[config.mk]
export PLATFORM = sky130hd
export DESIGN_NAME = fsc_sqrt_cell
export DESIGN_NICKNAME = d
export VERILOG_FILES = /design/src/hw/rtl/fsc_pkg.sv /design/src/hw/rtl/fsc_sqrt_cell.sv
export SDC_FILE = /design/constraint.sdc
export NUM_CORES = 1
export LEC_CHECK = 0
export ABC_AREA = 1
export BUFFER_PORTS_ARGS = -buffer_cell sky130_fd_sc_hd__buf_2
export CAP_MARGIN = 10
export CORE_UTILIZATION = 49
export CTS_CLUSTER_SIZE = 28
export DETAILED_ROUTE_END_ITERATION = 10
export GPL_TIMING_DRIVEN = 0
export PLACE_DENSITY = 0.79
export SYNTH_ARGS = -nofsm -noshare
export SYNTH_HDL_FRONTEND = slang
export SYNTH_SLANG_ARGS = --single-unit
[constraint.sdc]
create_clock -name i_clk -period 7.4 [get_ports i_clk]
set_input_delay 0.37 -clock i_clk [delete_from_list [all_inputs] [get_ports i_clk]]
set_output_delay 0.37 -clock i_clk [all_outputs]
set_load 0.05 [all_outputs]
[src/hw/rtl/fsc_pkg.sv]
// ----------------------------------------------------------------------------
// fsc_pkg
// Shared types and constants of the frustum sphere cull block.
// ----------------------------------------------------------------------------
package fsc_pkg;

    // field and register widths
    localparam int COORD_W        = 16;
    localparam int HALF_W         = COORD_W + 1;
    localparam int SQ_W           = 2 * COORD_W - 1;
    localparam int SUM_W          = 32;
    localparam int RAD_W          = SUM_W / 2;
    localparam int SQRT_STEPS     = SUM_W / 2;
    localparam int PLANE_W        = 64;
    localparam int PROD_W         = 2 * COORD_W;
    localparam int NORM_FRAC      = 14;
    localparam int DIST_W         = 20;
    localparam int NUM_PLANE_REGS = 6;
    localparam int CFG_IDX_W      = 3;

    // box centre in Q12.4
    typedef struct packed {
        logic signed [COORD_W-1:0] x;
        logic signed [COORD_W-1:0] y;
        logic signed [COORD_W-1:0] z;
    } t_ctr;

    // partial remainder and root of the square root recurrence
    typedef struct packed {
        logic [SUM_W-1:0] rem;
        logic [SUM_W-1:0] root;
    } t_sq;

    // item travelling along the plane cells
    typedef struct packed {
        t_ctr             ctr;
        logic [RAD_W-1:0] radius;
        logic             visible;
    } t_cull;

endpackage

[src/hw/rtl/fsc_sqrt_cell.sv]
// ----------------------------------------------------------------------------
// fsc_sqrt_cell
// One step of the integer square root: settles one bit of the radius.
// ----------------------------------------------------------------------------
module fsc_sqrt_cell #(
    parameter int STEP = 0
) (
    input  logic          i_clk,
    input  logic          i_rst_n,
    input  logic          i_valid,
    output logic          o_ready,
    input  fsc_pkg::t_sq  i_sq,
    input  fsc_pkg::t_ctr i_ctr,
    output logic          o_valid,
    input  logic          i_ready,
    output fsc_pkg::t_sq  o_sq,
    output fsc_pkg::t_ctr o_ctr
);
    import fsc_pkg::*;

    localparam logic [SUM_W-1:0] BIT_VAL = SUM_W'(1) << (SUM_W - 2 - 2 * STEP);

    logic           r_valid;
    t_sq            r_sq;
    t_ctr           r_ctr;
    t_sq            n_sq;
    logic [SUM_W:0] trial;

    // compare remainder against root plus current bit
    always_comb begin
        trial = {1'b0, i_sq.root} + {1'b0, BIT_VAL};
        if ({1'b0, i_sq.rem} >= trial) begin
            n_sq.rem  = i_sq.rem - trial[SUM_W-1:0];
            n_sq.root = (i_sq.root >> 1) + BIT_VAL;
        end else begin
            n_sq.rem  = i_sq.rem;
            n_sq.root = i_sq.root >> 1;
        end
    end

    assign o_ready = !r_valid || i_ready;

    // stage valid
    always_ff @(posedge i_clk) begin
        if (!i_rst_n) begin
            r_valid <= 1'b0;
        end else if (o_ready) begin
            r_valid <= i_valid;
        end
    end

    // stage payload
    always_ff @(posedge i_clk) begin
        if (o_ready && i_valid) begin
            r_sq  <= n_sq;
            r_ctr <= i_ctr;
        end
    end

    assign o_valid = r_valid;
    assign o_sq    = r_sq;
    assign o_ctr   = r_ctr;

endmodule

==> summary.md <==
| Metric | Value |
|---|---|
| Root buf cell | `clkbuf_16` |
| Port bufs | `229` |
| PD cells | `249.0 nW/um2` |
| Synth Area in Adders | `6.633%` |
| Post-Syn Area | `6526 um2` |
| Global-route met3 utilization | `6.761%` |
| Sink Count | `113` |
| RSZ-0062 raised after global routing | `no` |
| Rows | `41` |
| Worst reg-to-reg path cell count | `4` |
| Synth warn | `0` |
| CTS clock-pin slew for the worst setup and hold paths | `0.05 ns` |
| Design area | `8561 um2` |
| Clock share of power | `37.6%` |
| I/O Pins | `230` |
| Register area share after synthesis | `51.84%` |
| Main combinational cell family by area after synthesis | `simple AND/OR/NAND/NOR gates` |
| Met1 GRT Util | `31.03%` |
| Worst EP required | `7.56 ns` |
| Busiest grt layer | `met2` |
| GR Overflow Total | `0` |
| P_sw | `0.0006897 W` |
| Clk_lat worst skew | `0.42 ns` |
| Minimum clock period | `2.095 ns` |
| P&R area growth vs syn | `31.17%` |
| Status | `finished, final reports clean` |
| Post-synthesis mux area share | `0%` |
| Syn_nets | `924` |
| Worst hold path class | `in -> reg` |
| Hold Path Depth | `1` |
| Inserted Clock Buffers | `17` |
| CTS tree | `yes` |
| Int Power | `0.001442 W` |
| Sequential power share | `36.6%` |
| Vias per inst | `4.745` |
| Slew margin rel. | `66.25%` |
| Die Height | `117.4 um` |
| Synth Instances | `774` |
| Sw Ratio | `32.36%` |
| Vias in the first global route | `5,496` |
| Leakage | `4.534 nW` |
| Postcts setup bufs | `0` |
| DR vias | `5,742` |
| CTS H-tree lvls | `4` |
| Largest net degree at the start of global routing | `31` |
| Max cap viols | `0` |
| Crit path DAT | `2.25 ns` |
| Remaining antenna violation count after routing | `0` |
| DP Area | `7986 um2` |
| Initial Utilization | `50.89%` |
| Critical path type | `in -> reg` |
| Fraction of the mapped netlist area in compound gates | `2.147%` |
| Post-synthesis sequential element count | `113` |
| Post-DP HPWL | `14.35 mm` |
| Drt drc | `0` |
| Drt wl/cell | `15.06 um` |
| Final hold violations | `0` |
| Initial antenna violation count | `1` |
| Die Wd | `117.4 um` |
| Crit share post-route | `28.31%` |
| First-pass GRT wire length | `28.06 mm` |
| Drt first-iter violations | `392` |
| Global routing usage on met2 | `47.71%` |
| Simple-gate share of the synthesized area | `27.43%` |
| Drt first pass iters | `5` |
| Avg Inst Size Synth | `8.432 um2` |
| CP Launch Type | `input port` |
| Fmax | `477.3 MHz` |
| Yosys cell types | `29` |
| Die area | `13,780 um2` |
| CTS max path bufs | `2` |
| Slew Limit Fails | `0` |
| Routed WL | `18.22 mm` |
| RePlAce Congestion | `0.9224` |
| Synth Area in XOR/XNOR | `1.879%` |
| Share of post-route cells with drive strength above 1 | `28.16%` |
| Peak supply drop | `0.1114 mV` |
| Final Total Pwr | `0.002132 W` |
| Nets@finish | `1,176` |
| # hold bufs at CTS | `0` |
| Endpoint class of the critical path | `flop` |
| PostCTS Resize Cnt | `0` |
| Post-synth top area share | `51.53%` |
| Worst-Margin Slew | `0.5051 ns` |
| Leading post-synthesis cells by cell area | `edfxtp_1 52%, nand2_1 17%, inv_1 8.9%, ha_1 6.3%, nand3_1 2.8%` |
| Final Setup Violations | `0` |
| Skew final | `0.006673 ns` |
| CORE AREA | `12,820 um2` |
| Gr usage total | `27.06%` |
| Gate power share | `25.7%` |
| CP max FO | `10` |
| Yosys top cell by area | `edfxtp_1` |
## critical path, cell delays in order
cell	delay (ns)
buf_2	0.12
ha_1	0.27
inv_1	0.04
ha_1	0.28
inv_1	0.11
nor2_1	0.07
nand2_1	0.06
o21ai_0	0.07
a21oi_1	0.14
nand2_1	0.09
nor2_2	0.19
nand2_8	0.10
buf_6	0.16
nand3_1	0.12
nand2_1	0.06
## area by class of cell
type                       instances  area, um2
antenna                            1      2.502
timing repair buffer             233       1234
clock inverter                    12      142.6
sequential                       113       3383
clock buffer                      18      429.2
buffer                             7      68.82
inverter                         156      588.1
fill                            1098       4264
tap                              172      215.2
multi-input combinational        498       2497
## power groups by stage
stage / Sequential, W / Combinational, W / Clock (W)
final: 0.000781 / 0.000548 / 0.000802
after global routing: 0.000784 / 0.000595 / 0.000840
after CTS: 0.000781 / 0.000550 / 0.000813
after detailed placement: 0.000793 / 0.000546 / 0
after global placement: 0.000801 / 0.000530 / 0
after floorplan: 0.000970 / 0.000223 / 0
## per-stage QoR
| step | utilization, % | instances | hold WS [ns] | worst slack, ns | TNS (ns) |
|---|---|---|---|---|---|
| after floorplan | - | 774 | 0.4689 | 0.7948 | 0 |
| after global placement | 61.50 | 1175 | 0.4932 | -1.120 | -124.17 |
| after detailed placement | 62.27 | 1179 | 0.5484 | 4.893 | 0 |
| after CTS | 66.73 | 1209 | 0.1143 | 5.319 | 0 |
| after global routing | 66.75 | 1210 | 0.1160 | 5.141 | 0 |
| final | 66.75 | 1210 | 0.1280 | 5.305 | 0 |
## cells in the final DEF (no fill, tap or decap), drive strengths merged
master / count
inv: 157
clkbuf: 18
clkinvlp: 2
fa: 1
a21boi: 1
a21oi: 22
o21ai: 3
xnor2: 1
nand3b: 10
nor3: 8
ha: 33
bufinv: 3
clkinv: 6
xor2: 13
dfxtp: 1
buf: 240
diode: 1
and2: 8
nor2: 41
nand4: 3
nand3: 37
edfxtp: 112
a21o: 1
nand2: 316
## layer usage
layer | vias up | share of wire [%]
met4 | 0 | 2.8
met2 | 194 | 50
li1 | 2924 | -
met3 | 38 | 6.1
met5 | - | 0
met1 | 2586 | 41
## worst paths after layout
| check | start | end | slack, ns |
|---|---|---|---|
| worst max-delay path | i_sq[30] | o_sq[49]$_DFFE_PP_ | 5.31 |
| worst min-delay path | i_ctr[23] | o_ctr[23]$_DFFE_PP_ | 0.13 |
| worst max register to register | o_valid$_SDFFE_PN0N_ | o_sq[23]$_DFFE_PP_ | 5.59 |
| worst min register to register | o_valid$_SDFFE_PN0N_ | o_valid$_SDFFE_PN0N_ | 0.57 |
## sequential cells by signal, indices dropped and copies added (netlist names)
register	cells
o_ctr	48
o_valid	1
o_sq	64
## logic make-up (layout without fill, tap and decap cells)
family / count (synthesis) / count (layout)
simple gates: 423 / 423
buf+inv: 163 / 426
flops: 113 / 113
fa+ha+maj: 34 / 34
compound gates: 27 / 27
xor+xnor: 14 / 14
other cells: 0 / 1
## Yosys cell counts
library cell	number
inv_1	155
xnor2_1	1
nand2_2	13
nand3b_1	10
a21boi_0	1
nor3_1	6
fa_1	1
a21o_1	1
edfxtp_1	112
buf_2	1
nor2_1	37
nor2_2	4
xor2_1	13
ha_1	33
nand3_1	36
and2_1	8
buf_4	2
nand2_1	301
nand2_4	1
o21ai_0	3
a21oi_1	22
inv_4	1
buf_8	1
nand2_8	1
nor3_2	2
dfxtp_1	1
nand3_2	1
buf_6	3
nand4_1	3
No activity file was read; power rests on OpenSTA's default activity.
