`src/hw/rtl/fsc_pkg.sv`:
```
// ----------------------------------------------------------------------------
// fsc_pkg
// Shared types and constants of the frustum sphere cull block.
// ----------------------------------------------------------------------------
package fsc_pkg;

    // field and register widths
    localparam int COORD_W        = 16;
    localparam int HALF_W         = COORD_W + 1;
    localparam int SQ_W           = 2 * COORD_W - 1;
    localparam int SUM_W          = 32;
    localparam int RAD_W          = SUM_W / 2;
    localparam int SQRT_STEPS     = SUM_W / 2;
    localparam int PLANE_W        = 64;
    localparam int PROD_W         = 2 * COORD_W;
    localparam int NORM_FRAC      = 14;
    localparam int DIST_W         = 20;
    localparam int NUM_PLANE_REGS = 6;
    localparam int CFG_IDX_W      = 3;

    // box centre in Q12.4
    typedef struct packed {
        logic signed [COORD_W-1:0] x;
        logic signed [COORD_W-1:0] y;
        logic signed [COORD_W-1:0] z;
    } t_ctr;

    // partial remainder and root of the square root recurrence
    typedef struct packed {
        logic [SUM_W-1:0] rem;
        logic [SUM_W-1:0] root;
    } t_sq;

    // item travelling along the plane cells
    typedef struct packed {
        t_ctr             ctr;
        logic [RAD_W-1:0] radius;
        logic             visible;
    } t_cull;

endpackage

```
`src/hw/rtl/fsc_plane_cell.sv`:
```
// ----------------------------------------------------------------------------
// fsc_plane_cell
// Tests the sphere against one plane: products, then distance and compare.
// ----------------------------------------------------------------------------
module fsc_plane_cell (
    input  logic                        i_clk,
    input  logic                        i_rst_n,
    input  logic [fsc_pkg::PLANE_W-1:0] i_plane,
    input  logic                        i_valid,
    output logic                        o_ready,
    input  fsc_pkg::t_cull              i_cull,
    output logic                        o_valid,
    input  logic                        i_ready,
    output fsc_pkg::t_cull              o_cull
);
    import fsc_pkg::*;

    logic signed [COORD_W-1:0]          nx, ny, nz, dd;
    logic                               r_va, r_vb;
    logic signed [PROD_W-1:0]           r_px, r_py, r_pz;
    logic signed [COORD_W-1:0]          r_d;
    t_cull                              r_ca, r_cb;
    t_cull                              n_cb;
    logic                               rdy_a, rdy_b;
    logic signed [PROD_W-NORM_FRAC-1:0] sx, sy, sz;
    logic signed [DIST_W-1:0]           plane_dist, rad_s, slack;

    // unpack plane register
    assign nx = i_plane[63:48];
    assign ny = i_plane[47:32];
    assign nz = i_plane[31:16];
    assign dd = i_plane[15:0];

    assign rdy_b   = !r_vb || i_ready;
    assign rdy_a   = !r_va || rdy_b;
    assign o_ready = rdy_a;

    // product stage
    always_ff @(posedge i_clk) begin
        if (!i_rst_n) begin
            r_va <= 1'b0;
        end else if (rdy_a) begin
            r_va <= i_valid;
        end
    end

    always_ff @(posedge i_clk) begin
        if (rdy_a && i_valid) begin
            r_px <= nx * i_cull.ctr.x;
            r_py <= ny * i_cull.ctr.y;
            r_pz <= nz * i_cull.ctr.z;
            r_d  <= dd;
            r_ca <= i_cull;
        end
    end

    // signed distance and compare with minus radius
    always_comb begin
        sx    = r_px[PROD_W-1:NORM_FRAC];
        sy    = r_py[PROD_W-1:NORM_FRAC];
        sz    = r_pz[PROD_W-1:NORM_FRAC];
        plane_dist = DIST_W'(sx) + DIST_W'(sy) + DIST_W'(sz) + DIST_W'(r_d);
        rad_s = DIST_W'({1'b0, r_ca.radius});
        slack = plane_dist + rad_s;
        n_cb  = r_ca;
        n_cb.visible = r_ca.visible && (slack > 0);
    end

    // compare stage
    always_ff @(posedge i_clk) begin
        if (!i_rst_n) begin
            r_vb <= 1'b0;
        end else if (rdy_b) begin
            r_vb <= r_va;
        end
    end

    always_ff @(posedge i_clk) begin
        if (rdy_b && r_va) begin
            r_cb <= n_cb;
        end
    end

    assign o_valid = r_vb;
    assign o_cull  = r_cb;

endmodule

```
`config.mk`:
```
export PLATFORM = sky130hd
export DESIGN_NAME = fsc_plane_cell
export DESIGN_NICKNAME = d
export VERILOG_FILES = /design/src/hw/rtl/fsc_pkg.sv /design/src/hw/rtl/fsc_plane_cell.sv
export SDC_FILE = /design/constraint.sdc
export NUM_CORES = 2
export LEC_CHECK = 0
export BUFFER_PORTS_ARGS = -buffer_cell sky130_fd_sc_hd__buf_4
export CORE_MARGIN = 2
export CORE_UTILIZATION = 58
export CTS_CLUSTER_SIZE = 24
export DETAILED_ROUTE_END_ITERATION = 7
export HOLD_SLACK_MARGIN = 0.08
export PLACE_DENSITY = 0.79
export SETUP_SLACK_MARGIN = 0.02
export SLEW_MARGIN = 20
export SYNTH_ARGS = -nofsm -noshare
export SYNTH_HDL_FRONTEND = slang
export SYNTH_SLANG_ARGS = --single-unit
```
`constraint.sdc`:
```
create_clock -name i_clk -period 5.6 [get_ports i_clk]
set_clock_uncertainty 0.05 [all_clocks]
set_input_delay 0 -clock i_clk [delete_from_list [all_inputs] [get_ports i_clk]]
set_output_delay 0 -clock i_clk [all_outputs]
set_load 0.05 [all_outputs]
```
==> flow_summary.toml <==
[status]
outcome = "finished clean"

[routing]
totalWireLength_um = 84100
vias = 25200
detail_route.wl_per_cell_um = 17.5
route.detailed.drc = 0
detail-route-antenna-nets = 0
via_per_inst = 5.25
first_pass_iters = 6
drt_iter0_markers = 1671

[sta]
maxSlewHeadroom_pct = 30.3
finalSetupViolCount = 0
worst_slew_pin_slew_ns = 1.05
max_fclk_mhz = 184
min_period_over_period_pct = 97.1
final_max_slew_viol_count = 0
hold_fails_final_rpt = 0
tmin_final_ns = 5.44
totalNegativeSetupSlack_ns = 0
rsz0062_at_grt = "yes"

[placed_design]
hpwl_after_detailed_placement_um = 68400
gpl.final_weighted_congestion = 0.917
place.detailed.instances = 4638
portBuffers = 199

[clocking]
htreeDepth = 1
tritoncts_num_sinks = 202
clock_tree.buffer_depth = 3
cts.reportedPaths.clkPinSlew_ns = 0.07
cts_made_buffers = 26
cts_root_buffer = "sky130_fd_sc_hd__clkbuf_16"
cts_tree = "built"
clock_latency_ns = 0.56

[yosys]
synth_ff_type = "sky130_fd_sc_hd__edfxtp_1"
synth_top_cells_by_count = "sky130_fd_sc_hd__inv_1, sky130_fd_sc_hd__fa_1, sky130_fd_sc_hd__nand2_1, sky130_fd_sc_hd__and2_1, sky130_fd_sc_hd__ha_1"
synthesis.area_mm2 = 0.0363
ys_top_cells_by_area = "sky130_fd_sc_hd__fa_1, sky130_fd_sc_hd__edfxtp_1, sky130_fd_sc_hd__ha_1, sky130_fd_sc_hd__inv_1, sky130_fd_sc_hd__and2_1"
netlist_instances = 3444
netlist.area_leader.share_pct = 46.1
synth.yosys.seq_area_share_pct = 16.7
synthesis.yosys.warnings = 0
number_of_distinct_standard_cells_referenced_by_the_synthesized_netlist = 66
synth.ff_latch_count = 202
synth_edf_count = 200
yosysMostFrequentCell = "sky130_fd_sc_hd__inv_1"
syn_nets = 4672
synth_async_sr_flop_share_pct = 0
synthesis.area_per_instance_um2 = 10.5
synth_area_leader_cell = "sky130_fd_sc_hd__fa_1"

[worst_setup_path]
critical_path.max_fanout = 10
timing.critical_path.from_type = "input port"
crit_slowest_cell = "sky130_fd_sc_hd__dlygate4sd3_1"
critPathMostFrequentCell = "sky130_fd_sc_hd__fa_1"
worst_setup_path_end_kind = "register"
critPathMaxStageDelay_ns = 0.57
cpLargestDelayFamily = "adder cells"
crit_buf_inv = 5
worst_ep_arrival_time_ns = 5.71
worstSetupPathType = "input port to register"
critical_path.cell_chain = "buf_4 > dlygate4sd3_1 > buf_4 > and2_1 > fa_1 > fa_1 > ha_1 > fa_1 > inv_1 > fa_1 > inv_1 > fa_1 > ha_1 > a21o_1 > a21oi_2 > o21ai_2 > or3_4 > o21ai_4 > o211ai_1 > o21ai_1 > o21bai_1 > xor2_1"
worst_path_required_ns = 5.87

[cells_and_area]
antennaDiodeCount = 0
layout-area-overhead-vs-synth_pct = 18.0
sequential_cell_area_mm2 = 0.00605
layout.core_utilization_pct = 69.3
fraction_of_final_layout_cells_sized_beyond_drive_strength_1_pct = 15.1
layout.cells.non_filler = 4800
n_fill_cell = 4465
area_of_the_multi_input_gates_mm2 = 0.0269
num-nets-final = 5171

[die]
core_area_mm2 = 0.0617
die_outline_height_um = 254
dieArea_mm2 = 0.0645
i_o_pins = 200
core.rowCount = 91
initial_core_util_pct = 58.8
die_width_um = 254

[global_route]
pin_count_of_the_biggest_net_entering_global_routing = 66
gr-usage-all-layers_pct = 27.5
wire_length_of_the_first_global_routing_pass_um = 139000
grt_pass1_vias = 27900
globalRoute.totalOverflow = 0
antenna_violations_before_repair = 1

[run]
cap_viol_max_count = 0

[min_path]
timing.hold.worst.class = "input port to register"
-- through the flow --
step / instance area [um^2] / hold slack [ns] / setup WS (ns)
final: 42800 / 0.102 / 0.161
after global routing: 42800 / 0.0962 / -0.0540
after CTS: 42200 / 0.0843 / 0.0212
after detailed placement: 40400 / 0.129 / -0.360
after global placement: 40400 / 0.128 / -0.242
after floorplan: 36300 / 0.0489 / 0.0333
-- final timing paths --
path / startpoint / to / slack (ns) / depth (start not counted)
max: i_cull[51] / r_px[30] / 0.16 / 22
min: i_cull[1] / n_cb[1] / 0.10 / 2
max reg2reg: r_px[15] / o_cull[0] / 0.98 / 17
min reg2reg: n_cb[24] / o_cull[24] / 0.35 / 0
-- sequential cells by signal, summed over array words and instances (netlist names) --
signal and count:
n_cb 64, r_ca 1, r_pz 18, o_cull 65
o_valid 1, r_py 18, r_va 1, r_px 18
r_d 16
-- timing repair --
| action | in CTS | in global routing |
|---|---|---|
| resized for setup | 0 | 101 |
| setup endpoints to repair | 0 | 32 |
| buffers inserted | 0 | 15 |
| hold endpoints to repair | 95 | 13 |
| hold buffers | 92 | 13 |
-- layer usage --
metal  GRT usage, %  part of all wire, %
met1           35.2                   39
met2           47.0                   50
met5              0                0.013
met3           4.31                  6.5
met4           10.8                  4.4
-- cell usage in the layout (no fill, tap or decap), drive strengths merged, types with 4 or more instances in the layout --
cell	instances
clkbuf	29
dlymetal6s4s	8
nor4	4
fa	835
inv	872
nor2b	12
o21a	13
a21boi	4
clkinvlp	4
o21bai	8
nand2b	27
o2111ai	4
o211ai	5
a211oi	10
nand3	12
a21o	26
nand4	7
mux2i	4
ha	260
edfxtp	200
and2	363
nor3	11
and4	4
a31oi	5
clkinv	9
nand2	386
xnor2	64
xor2	23
o31a	4
and3	4
nor2	69
o21ai	32
buf	467
dlygate4sd3	92
a21oi	50
-- layout make-up --
cell class | count | area share (%)
flip-flops and latches | 202 | 14.1
well taps | 837 | 2.45
multi-input cells | 2279 | 62.9
clock buffers | 29 | 1.60
repair buffers | 567 | 10.9
clock inverters | 19 | 0.403
inverters | 867 | 7.61
-- cells by family (layout without fill, tap and decap cells) --
logic type / Yosys count / count (layout) / share of synthesized area, %
buf+inv: 963 / 1482 / 9.97
simple gates: 906 / 906 / 12.5
fa+ha+maj: 1095 / 1095 / 55.1
mux: 4 / 4 / 0.110
xor+xnor: 87 / 87 / 2.10
compound gates: 187 / 187 / 3.63
flops: 202 / 202 / 16.7
Power is not shown: default switching activity piles up to over one toggle a cycle in this logic, so the estimate is an artifact.
